**src/rtl/fmeg_pkg.sv**
```systemverilog
// Shared types, register indexes and rate tables for the FM envelope generator.
// No dependencies.
package fmeg_pkg;

    localparam int CFG_IDX_W  = 3;
    localparam int CFG_DATA_W = 7;

    localparam logic [CFG_IDX_W-1:0] CFG_SSG_MODE   = 3'd0;
    localparam logic [CFG_IDX_W-1:0] CFG_OUT_OFFSET = 3'd1;
    localparam logic [CFG_IDX_W-1:0] CFG_KC_SHIFT   = 3'd2;
    localparam logic [CFG_IDX_W-1:0] CFG_ATK_RATE   = 3'd3;
    localparam logic [CFG_IDX_W-1:0] CFG_DEC_RATE   = 3'd4;
    localparam logic [CFG_IDX_W-1:0] CFG_SUS_RATE   = 3'd5;
    localparam logic [CFG_IDX_W-1:0] CFG_SUS_LEVEL  = 3'd6;
    localparam logic [CFG_IDX_W-1:0] CFG_REL_RATE   = 3'd7;

    localparam logic [6:0]  OUT_OFFSET_RST = 7'd127;
    localparam logic [5:0]  FAST_ATTACK_RATE = 6'd62;
    localparam logic [9:0]  LEVEL_MAX   = 10'h3FF;
    localparam logic [9:0]  SSG_CENTER  = 10'h200;
    localparam logic [9:0]  SL_TOP      = 10'h3E0;
    localparam logic [1:0]  TICK_DIV_RST = 2'd1;
    localparam logic [1:0]  TICK_DIV_TOP = 2'd3;

    localparam logic [7:0] LOW_MASKS  [4] = '{8'hAA, 8'hBA, 8'hEE, 8'hFE};
    localparam logic [7:0] HIGH_MASKS [4] = '{8'h00, 8'h88, 8'hAA, 8'hEE};

    typedef enum logic [3:0] {
        PH_ATTACK  = 4'b0001,
        PH_DECAY   = 4'b0010,
        PH_SUSTAIN = 4'b0100,
        PH_RELEASE = 4'b1000
    } phase_t;

    typedef struct packed {
        logic [3:0] ssg_mode;
        logic [6:0] out_offset;
        logic [1:0] kc_shift;
        logic [4:0] atk_rate;
        logic [4:0] dec_rate;
        logic [4:0] sus_rate;
        logic [3:0] sus_level;
        logic [3:0] rel_rate;
    } cfg_t;

    typedef struct packed {
        logic       cmd;
        logic       key_level;
        logic [4:0] kcode;
    } in_beat_t;

    typedef struct packed {
        logic [9:0] attenuation;
        logic       attack_started;
    } out_beat_t;

    typedef struct packed {
        phase_t      phase;
        logic [9:0]  level;
        logic [1:0]  tick_div;
        logic [10:0] rate_cnt;
        logic [2:0]  delta_step;
        logic        ssg_inv;
        logic        key_held;
    } env_state_t;

    // Effective rate: 2*r plus scaled key code, saturated at 63; zero rate stays zero.
    function automatic logic [5:0] eff_rate(logic [4:0] r, logic [4:0] kc, logic [1:0] ks);
        logic [6:0] sum;
        sum = {1'b0, r, 1'b0} + 7'(kc >> (2'd3 - ks));
        if (r == 5'd0)
            return 6'd0;
        else if (sum > 7'd63)
            return 6'd63;
        else
            return sum[5:0];
    endfunction

    // Level step for a rate and pattern position.
    function automatic logic [3:0] delta_of(logic [5:0] rate, logic [2:0] idx);
        logic [7:0] hm;
        logic [1:0] sh;
        hm = HIGH_MASKS[rate[1:0]];
        sh = 2'(rate[5:2] - 4'd12);
        if (rate < 6'd2)
            return 4'd0;
        else if (rate < 6'd6)
            return {3'd0, LOW_MASKS[0][idx]};
        else if (rate < 6'd8)
            return {3'd0, LOW_MASKS[2][idx]};
        else if (rate < 6'd48)
            return {3'd0, LOW_MASKS[rate[1:0]][idx]};
        else if (rate >= 6'd60)
            return 4'd8;
        else
            return (4'd1 << sh) << hm[idx];
    endfunction

endpackage

```
**src/rtl/fm_envelope_generator_ssg.sv**
```systemverilog
// An accepted beat passes the input register, then the output register.
// Throughput: one beat per cycle when not stalled, set by the single-pass fmeg_step.
// A second beat is taken into the input register while a result waits stalled.
// Reset (rst_n, async low): phase attack, level 0, tick divider 1, key off,
// output offset 127, other registers 0, both pipeline registers empty.
// Depends on fmeg_pkg and fmeg_step.
module fm_envelope_generator_ssg
    import fmeg_pkg::*;
(
    input  logic                  clk,
    input  logic                  rst_n,
    input  logic                  in_valid,
    output logic                  in_stall,
    input  in_beat_t              in_beat,
    output logic                  out_valid,
    input  logic                  out_stall,
    output out_beat_t             out_beat,
    input  logic                  cfg_wr_en,
    input  logic [CFG_IDX_W-1:0]  cfg_index,
    input  logic [CFG_DATA_W-1:0] cfg_data
);

    // Input register, envelope state, config and output register.
    logic       s1_valid_reg, s1_valid_next;
    in_beat_t   s1_beat_reg;
    logic       out_valid_reg, out_valid_next;
    out_beat_t  out_beat_reg;
    env_state_t state_reg, state_next;
    cfg_t       cfg_reg, cfg_next;
    out_beat_t  step_result;

    logic accept;
    logic s1_fire;

    // The stage fires with a beat held and the output register empty or draining.
    assign s1_fire  = s1_valid_reg && (!out_valid_reg || !out_stall);
    assign in_stall = s1_valid_reg && !s1_fire;
    assign accept   = in_valid && !in_stall;

    assign out_valid = out_valid_reg;
    assign out_beat  = out_beat_reg;

    fmeg_step u_step (
        .cfg       (cfg_reg),
        .state_cur (state_reg),
        .beat      (s1_beat_reg),
        .state_nxt (state_next),
        .result    (step_result)
    );

    always_comb
    begin
        if (accept)
            s1_valid_next = 1'b1;
        else if (s1_fire)
            s1_valid_next = 1'b0;
        else
            s1_valid_next = s1_valid_reg;

        if (s1_fire)
            out_valid_next = 1'b1;
        else if (out_valid_reg && !out_stall)
            out_valid_next = 1'b0;
        else
            out_valid_next = out_valid_reg;
    end

    // Register file decode; the user writes only while the block is idle, unenforced.
    always_comb
    begin
        cfg_next = cfg_reg;
        if (cfg_wr_en)
        begin
            unique case (cfg_index)
                CFG_SSG_MODE:   cfg_next.ssg_mode   = cfg_data[3:0];
                CFG_OUT_OFFSET: cfg_next.out_offset = cfg_data[6:0];
                CFG_KC_SHIFT:   cfg_next.kc_shift   = cfg_data[1:0];
                CFG_ATK_RATE:   cfg_next.atk_rate   = cfg_data[4:0];
                CFG_DEC_RATE:   cfg_next.dec_rate   = cfg_data[4:0];
                CFG_SUS_RATE:   cfg_next.sus_rate   = cfg_data[4:0];
                CFG_SUS_LEVEL:  cfg_next.sus_level  = cfg_data[3:0];
                CFG_REL_RATE:   cfg_next.rel_rate   = cfg_data[3:0];
                default:        cfg_next = cfg_reg;
            endcase
        end
    end

    always_ff @(posedge clk or negedge rst_n)
    begin
        if (!rst_n)
        begin
            s1_valid_reg  <= 1'b0;
            out_valid_reg <= 1'b0;
            cfg_reg       <= '{ssg_mode: '0, out_offset: OUT_OFFSET_RST, kc_shift: '0,
                               atk_rate: '0, dec_rate: '0, sus_rate: '0,
                               sus_level: '0, rel_rate: '0};
            state_reg     <= '{phase: PH_ATTACK, level: '0, tick_div: TICK_DIV_RST,
                               rate_cnt: '0, delta_step: '0, ssg_inv: 1'b0,
                               key_held: 1'b0};
        end
        else
        begin
            s1_valid_reg  <= s1_valid_next;
            out_valid_reg <= out_valid_next;
            cfg_reg       <= cfg_next;
            if (s1_fire)
                state_reg <= state_next;
        end
    end

    // Payload registers, no reset.
    always_ff @(posedge clk)
    begin
        if (accept)
            s1_beat_reg <= in_beat;
        if (s1_fire)
            out_beat_reg <= step_result;
    end

endmodule

```
**src/rtl/fmeg_step.sv**
```systemverilog
// Next-state and result logic for one envelope beat (tick or key event).
// Depends on fmeg_pkg.
module fmeg_step
    import fmeg_pkg::*;
(
    input  cfg_t       cfg,
    input  env_state_t state_cur,
    input  in_beat_t   beat,
    output env_state_t state_nxt,
    output out_beat_t  result
);

    logic        en, atk, alt, hold, fast;
    logic [4:0]  phase_r;
    logic [5:0]  rate;
    logic [10:0] gate;
    logic [10:0] cnt;
    logic [3:0]  d;
    logic [17:0] inc;
    logic [9:0]  target;
    logic [10:0] lvl11;
    logic [1:0]  td_dec;
    logic [9:0]  shown;
    logic [10:0] sum;
    env_state_t  st;

    assign en   = cfg.ssg_mode[3];
    assign atk  = cfg.ssg_mode[2];
    assign alt  = cfg.ssg_mode[1];
    assign hold = cfg.ssg_mode[0];
    // entering attack at a rate this high skips straight to decay
    assign fast = eff_rate(cfg.atk_rate, beat.kcode, cfg.kc_shift) >= FAST_ATTACK_RATE;

    always_comb
    begin
        st      = state_cur;
        result  = '0;
        phase_r = '0;
        rate    = '0;
        gate    = '0;
        cnt     = '0;
        d       = '0;
        inc     = '0;
        target  = '0;
        lvl11   = '0;
        td_dec  = '0;
        shown   = '0;
        sum     = '0;
        if (beat.cmd)
        begin
            if (beat.key_level != st.key_held)
            begin
                st.key_held = beat.key_level;
                if (beat.key_level)
                begin
                    st.phase = fast ? PH_DECAY : PH_ATTACK;
                    if (fast)
                        st.level = '0;
                end
                else
                begin
                    st.phase   = PH_RELEASE;
                    st.ssg_inv = 1'b0;
                end
                result.attack_started = beat.key_level;
            end
        end
        else
        begin
            // SSG-EG step once the level crosses the midpoint
            if (en && st.level[9])
            begin
                if (alt && (!hold || !st.ssg_inv))
                    st.ssg_inv = !st.ssg_inv;
                if (st.phase != PH_ATTACK)
                begin
                    if (st.phase != PH_RELEASE && !hold)
                    begin
                        st.phase = fast ? PH_DECAY : PH_ATTACK;
                        if (fast)
                            st.level = '0;
                    end
                    else if (st.phase == PH_RELEASE || ((!st.ssg_inv) != atk))
                        st.level = LEVEL_MAX;
                end
            end

            td_dec = st.tick_div - 2'd1;
            st.tick_div = td_dec;
            if (td_dec == 2'd0)
            begin
                case (st.phase)
                    PH_ATTACK:  phase_r = cfg.atk_rate;
                    PH_DECAY:   phase_r = cfg.dec_rate;
                    PH_SUSTAIN: phase_r = cfg.sus_rate;
                    default:    phase_r = {cfg.rel_rate, 1'b1};
                endcase
                rate        = eff_rate(phase_r, beat.kcode, cfg.kc_shift);
                gate        = (rate[5:2] < 4'd11) ? (11'h7FF >> rate[5:2]) : 11'd0;
                cnt         = st.rate_cnt;
                st.tick_div = TICK_DIV_TOP;
                st.rate_cnt = cnt + 11'd1;
                if ((cnt & gate) == 11'd0)
                begin
                    d             = delta_of(rate, st.delta_step);
                    st.delta_step = st.delta_step + 3'd1;
                    if (st.phase == PH_ATTACK)
                    begin
                        inc      = {4'hF, ~st.level} * d;
                        st.level = st.level + inc[13:4];
                        if (st.level == 10'd0)
                            st.phase = PH_DECAY;
                    end
                    else
                    begin
                        target = (cfg.sus_level == 4'hF) ? SL_TOP
                                                         : {1'b0, cfg.sus_level, 5'd0};
                        lvl11  = {1'b0, st.level};
                        if (en)
                        begin
                            if (!st.level[9])
                                lvl11 = lvl11 + {5'd0, d, 2'd0};
                        end
                        else
                            lvl11 = lvl11 + {7'd0, d};
                        if (st.phase == PH_DECAY && lvl11 >= {1'b0, target})
                            st.phase = PH_SUSTAIN;
                        st.level = (lvl11 > {1'b0, LEVEL_MAX}) ? LEVEL_MAX : lvl11[9:0];
                    end
                end
            end

            // inverted view around the midpoint
            if (en && st.phase != PH_RELEASE && st.ssg_inv != atk)
                shown = SSG_CENTER - st.level;
            else
                shown = st.level;
            sum = {1'b0, shown} + {1'b0, cfg.out_offset, 3'd0};
            result.attenuation = (sum > {1'b0, LEVEL_MAX}) ? LEVEL_MAX : sum[9:0];
        end
        state_nxt = st;
    end

endmodule

```
**config.mk**
```make
export PLATFORM = sky130hd
export DESIGN_NAME = fm_envelope_generator_ssg
export DESIGN_NICKNAME = d
export VERILOG_FILES = /design/src/rtl/fmeg_pkg.sv /design/src/rtl/fm_envelope_generator_ssg.sv /design/src/rtl/fmeg_step.sv
export SDC_FILE = /design/constraint.sdc
export NUM_CORES = 1
export LEC_CHECK = 0
export BUFFER_PORTS_ARGS = -buffer_cell sky130_fd_sc_hd__buf_4
export CORE_UTILIZATION = 25
export CTS_BUF_LIST = sky130_fd_sc_hd__clkbuf_8
export CTS_CLUSTER_DIAMETER = 150
export DETAILED_ROUTE_END_ITERATION = 8
export HOLD_SLACK_MARGIN = 0.15
export MAX_ROUTING_LAYER = met4
export RECOVER_POWER = 50
export SKIP_LAST_GASP = 1
export SLEW_MARGIN = 30
export SYNTH_ARGS = -nofsm -noshare
export SYNTH_HDL_FRONTEND = slang
export SYNTH_SLANG_ARGS = --single-unit
```
**constraint.sdc**
```tcl
create_clock -name clk -period 24.4 [get_ports clk]
set_input_delay 4.88 -clock clk [delete_from_list [all_inputs] [get_ports clk]]
set_output_delay 4.88 -clock clk [all_outputs]
set_load 0.1 [all_outputs]
```
==> key figures <==
Drt
  – Number of nets still failing antenna checks after routing: 0
  – DRC violation count after routing: 0
  – Number of detailed-route iterations in the first pass: 5
  – Routed wire length: 20810 µm
  – WL/cell: 15.30 µm
  – Violation count after the first detailed-routing iteration: 602
  – Vias after detailed routing: 6712
  – Via density: 4.935

Timing
  – Relative slew slack: -159.4%
  – Endpoints failing setup: 0
  – Setup repair after global routing missed its margin: false
  – Final number of hold-violating endpoints: 0
  – Final worst clock skew: 11.45 ps
  – Shortest period the worst path allows: 12900 ps
  – Worst hold margin: 489.9 ps
  – Final sum of negative setup slack: 0 ps
  – Final Slew Violations: 71
  – Slew @ Worst Pin: 3891 ps
  – Tcrit/Tclk final: 52.85%
  – Max Clock Freq: 77.54 MHz

Die
  – Area of the core region: 31800 µm²
  – Number of top-level pins: 35
  – Area enclosed by the die boundary: 33230 µm²
  – Rows: 65
  – Effective utilization at floorplan: 25.55%
  – Vert. Die Dim: 182.3 µm
  – Die Width: 182.3 µm

Worst setup path
  – Maximum fanout encountered on the critical timing path: 14
  – WP buf/inv: 6
  – Data required time at the worst endpoint: 24490 ps
  – Arrival time worst endpoint: 12990 ps
  – Most frequent CP cell: sky130_fd_sc_hd__a21oi_1
  – Worst Reg2Reg Path Length in Cells: 50
  – Top delay family on crit path: compound AO/OA/AOI/OAI gates
  – Setup CP Type: register to register
  – Kind of start point of the critical path: register
  – Largest stage delay, worst path: 610 ps
  – Crit path capture type: register
  – Master of the slowest instance on the critical path: sky130_fd_sc_hd__a21oi_1
  – Logic depth of the worst path, buffers included: 50

Clock network
  – Number of sinks driven by the clock tree: 88
  – Number of buffers created by CTS: 9
  – Depth of the CTS H-tree: 3
  – Worst skew pair latency: 370 ps
  – Quantity of gates resized following cts: 0
  – Bufs on Longest Clock Path: 2
  – Clock Tree Root: sky130_fd_sc_hd__clkbuf_8
  – Number of setup buffers added after CTS: 0
  – Hold-fix buffers at CTS: 0
  – Clock input transition at the sequential cells of the worst setup and hold paths: 100 ps
  – TritonCTS clock tree: done

GRT
  – Combined global-route utilization of all metal layers: 13.26%
  – Largest net degree at the start of global routing: 71
  – Wire length of the first global-routing pass: 34410 µm
  – Number of antenna violations at the first check in global routing: 0
  – Final global-route overflow total: 0
  – Vias in the first global route: 6475

Hold path
  – Worst hold path type: register to register
  – Number of cells traversed by the worst hold path: 1

Yosys
  – Combinational family with the most area after synthesis: simple AND/OR/NAND/NOR gates
  – Dominant cells by area after synthesis: sky130_fd_sc_hd__dfrtp_1, sky130_fd_sc_hd__ha_1, sky130_fd_sc_hd__edfxtp_1
  – Post-synth design cell area: 8125 µm²
  – Post-synthesis share of cell area spent on xor and xnor gates: 7.037%
  – Post-synthesis share of cell area spent on full adders, half adders and majority gates: 15.65%
  – Instance count of the mapped netlist: 900
  – Compound-gate portion of the synthesized area: 18.17%
  – #FFs+latches synth: 88
  – Share of Yosys cell area claimed by the top area cell type: 18.79%
  – Number of unique standard cell types used by synthesis: 84
  – Most area-hungry cell type in the Yosys netlist: sky130_fd_sc_hd__dfrtp_1
  – Simple-gate area share of the yosys netlist: 18.40%
  – Syn nets: 1008
  – Number of enable flip-flop cells after synthesis: 18
  – Multiplexer area fraction after synthesis: 7.361%
  – Register area share after synthesis: 28.35%
  – Mean instance size in the synthesized netlist: 9.028 µm²
  – Proportion of synthesized flip-flops having asynchronous set or reset: 79.55%
  – Most used flip-flop cell after synthesis: sky130_fd_sc_hd__dfrtp_1
  – Syn. warnings: 0

Cells and area
  – Count of inserted antenna diode cells: 0
  – FILL cells: 3393
  – Most used cells in the layout excluding fill and tap cells: sky130_fd_sc_hd__nor2_1, sky130_fd_sc_hd__inv_1, sky130_fd_sc_hd__nand2_1, sky130_fd_sc_hd__dfrtp_1, sky130_fd_sc_hd__ha_1
  – Syn-to-layout area delta: 10.92%
  – Most frequent standard cell in the layout excluding fill and tap cells: sky130_fd_sc_hd__nor2_1
  – Final Net Count: 1028
  – Flip-flop count of the largest register after layout: 36
  – Fraction of final layout cells with drive strength greater than 1: 13.08%

Place
  – Final Wtd Congestion: 0.9187
  – IO Port Bufs: 34
  – Hpwl dp: 16270 µm

Status
  – Status: complete, but fails checks
  – Violated checks: capacitance limit, slew limit

Job
  – Max_cap viols: 1
==> final timing paths <==
check                                    startpoint                         to  slack, ps
max                         cfg_reg[24]$_DFFE_PN0P_  out_beat[3]$_SDFFCE_PP0P_      11500
min                        state_reg[4]$_DFFE_PN0P_   state_reg[4]$_DFFE_PN0P_        490
max reg2reg                 cfg_reg[24]$_DFFE_PN0P_  out_beat[3]$_SDFFCE_PP0P_      11500
min reg2reg                state_reg[4]$_DFFE_PN0P_   state_reg[4]$_DFFE_PN0P_        490
max in group asynchronous                     rst_n    cfg_reg[21]$_DFFE_PN0P_      16380
min in group asynchronous                     rst_n  state_reg[24]$_DFFE_PN0P_       5850
==> worst reg2reg max path, delay by kind of cell, from the launching register on <==
| family | cells | cell delay [ps] |
|---|---|---|
| AOI/OAI and AO/OA | 19 | 4010 |
| xor gates and xnor gates | 6 | 1340 |
| muxes | 3 | 1070 |
| buffers and inverters | 6 | 590 |
| DFF | 1 | 600 |
| and+or+nand+nor | 6 | 1490 |
| adders and majority gates | 10 | 3510 |
==> synth_stat cells (5+ instances only) <==
master / instances
sky130_fd_sc_hd__xnor2_1: 36
sky130_fd_sc_hd__buf_2: 9
sky130_fd_sc_hd__a22o_1: 12
sky130_fd_sc_hd__clkbuf_1: 16
sky130_fd_sc_hd__nand3_1: 20
sky130_fd_sc_hd__and3_1: 9
sky130_fd_sc_hd__or4_1: 10
sky130_fd_sc_hd__nor4_1: 7
sky130_fd_sc_hd__a31oi_1: 9
sky130_fd_sc_hd__a21oi_1: 57
sky130_fd_sc_hd__nor3_1: 24
sky130_fd_sc_hd__nand4_1: 7
sky130_fd_sc_hd__inv_1: 70
sky130_fd_sc_hd__o21ai_0: 48
sky130_fd_sc_hd__o22ai_1: 7
sky130_fd_sc_hd__nand2b_1: 13
sky130_fd_sc_hd__dfstp_2: 9
sky130_fd_sc_hd__o21bai_1: 6
sky130_fd_sc_hd__a21o_1: 14
sky130_fd_sc_hd__or3_1: 7
sky130_fd_sc_hd__a211oi_1: 6
sky130_fd_sc_hd__dfrtp_1: 61
sky130_fd_sc_hd__mux2_2: 37
sky130_fd_sc_hd__nor2_1: 78
sky130_fd_sc_hd__mux2i_1: 11
sky130_fd_sc_hd__nand2_1: 67
sky130_fd_sc_hd__nor2b_1: 10
sky130_fd_sc_hd__o211ai_1: 5
sky130_fd_sc_hd__fa_1: 26
sky130_fd_sc_hd__xor2_1: 21
sky130_fd_sc_hd__edfxtp_1: 18
sky130_fd_sc_hd__ha_1: 60
sky130_fd_sc_hd__o31ai_1: 8
sky130_fd_sc_hd__and2_1: 8
==> routing by layer <==
| layer | up-vias | track usage, % | routed length, µm |
|---|---|---|---|
| met5 | - | - | 0 |
| met4 | 0 | 3.832 | 388 |
| met3 | 31 | 1.397 | 805 |
| met2 | 174 | 20.49 | 9316 |
| met1 | 3229 | 18.27 | 10300 |
| li1 | 3278 | - | - |
==> logic make-up after synthesis <==
kind of cell / Yosys count
multiplexers: 53
buffers and inverters: 102
AND/OR/NAND/NOR: 291
XOR/XNOR: 60
AO/OA/AOI/OAI: 220
flip-flops: 88
adder cells (fa/ha/maj): 86
==> layout make-up <==
| cell class | count | area (µm²) | share of cell area, % |
|---|---|---|---|
| clock buffer | 9 | 123.9 | 1.374 |
| clock inverter | 7 | 78.83 | 0.8746 |
| inverter | 73 | 274.0 | 3.040 |
| multi-input combinational | 710 | 5418 | 60.11 |
| sequential | 88 | 2303 | 25.56 |
| tap | 435 | 544.3 | 6.039 |
| timing repair buffer | 38 | 270.3 | 2.999 |
==> stage by stage <==
stage / setup slack (ps) / instances / utilization [%] / area, µm²
floorplan: 13140 / 900 / - / 8125
global placement: 11860 / 1344 / 27.74 / 8820
detailed placement: 11520 / 1344 / 27.75 / 8825
CTS: 11460 / 1360 / 28.39 / 9027
global route: 10360 / 1360 / 28.34 / 9012
finish: 11500 / 1360 / 28.34 / 9012
Power is not shown: default switching activity piles up to over one toggle a cycle in this logic, so the estimate is an artifact.
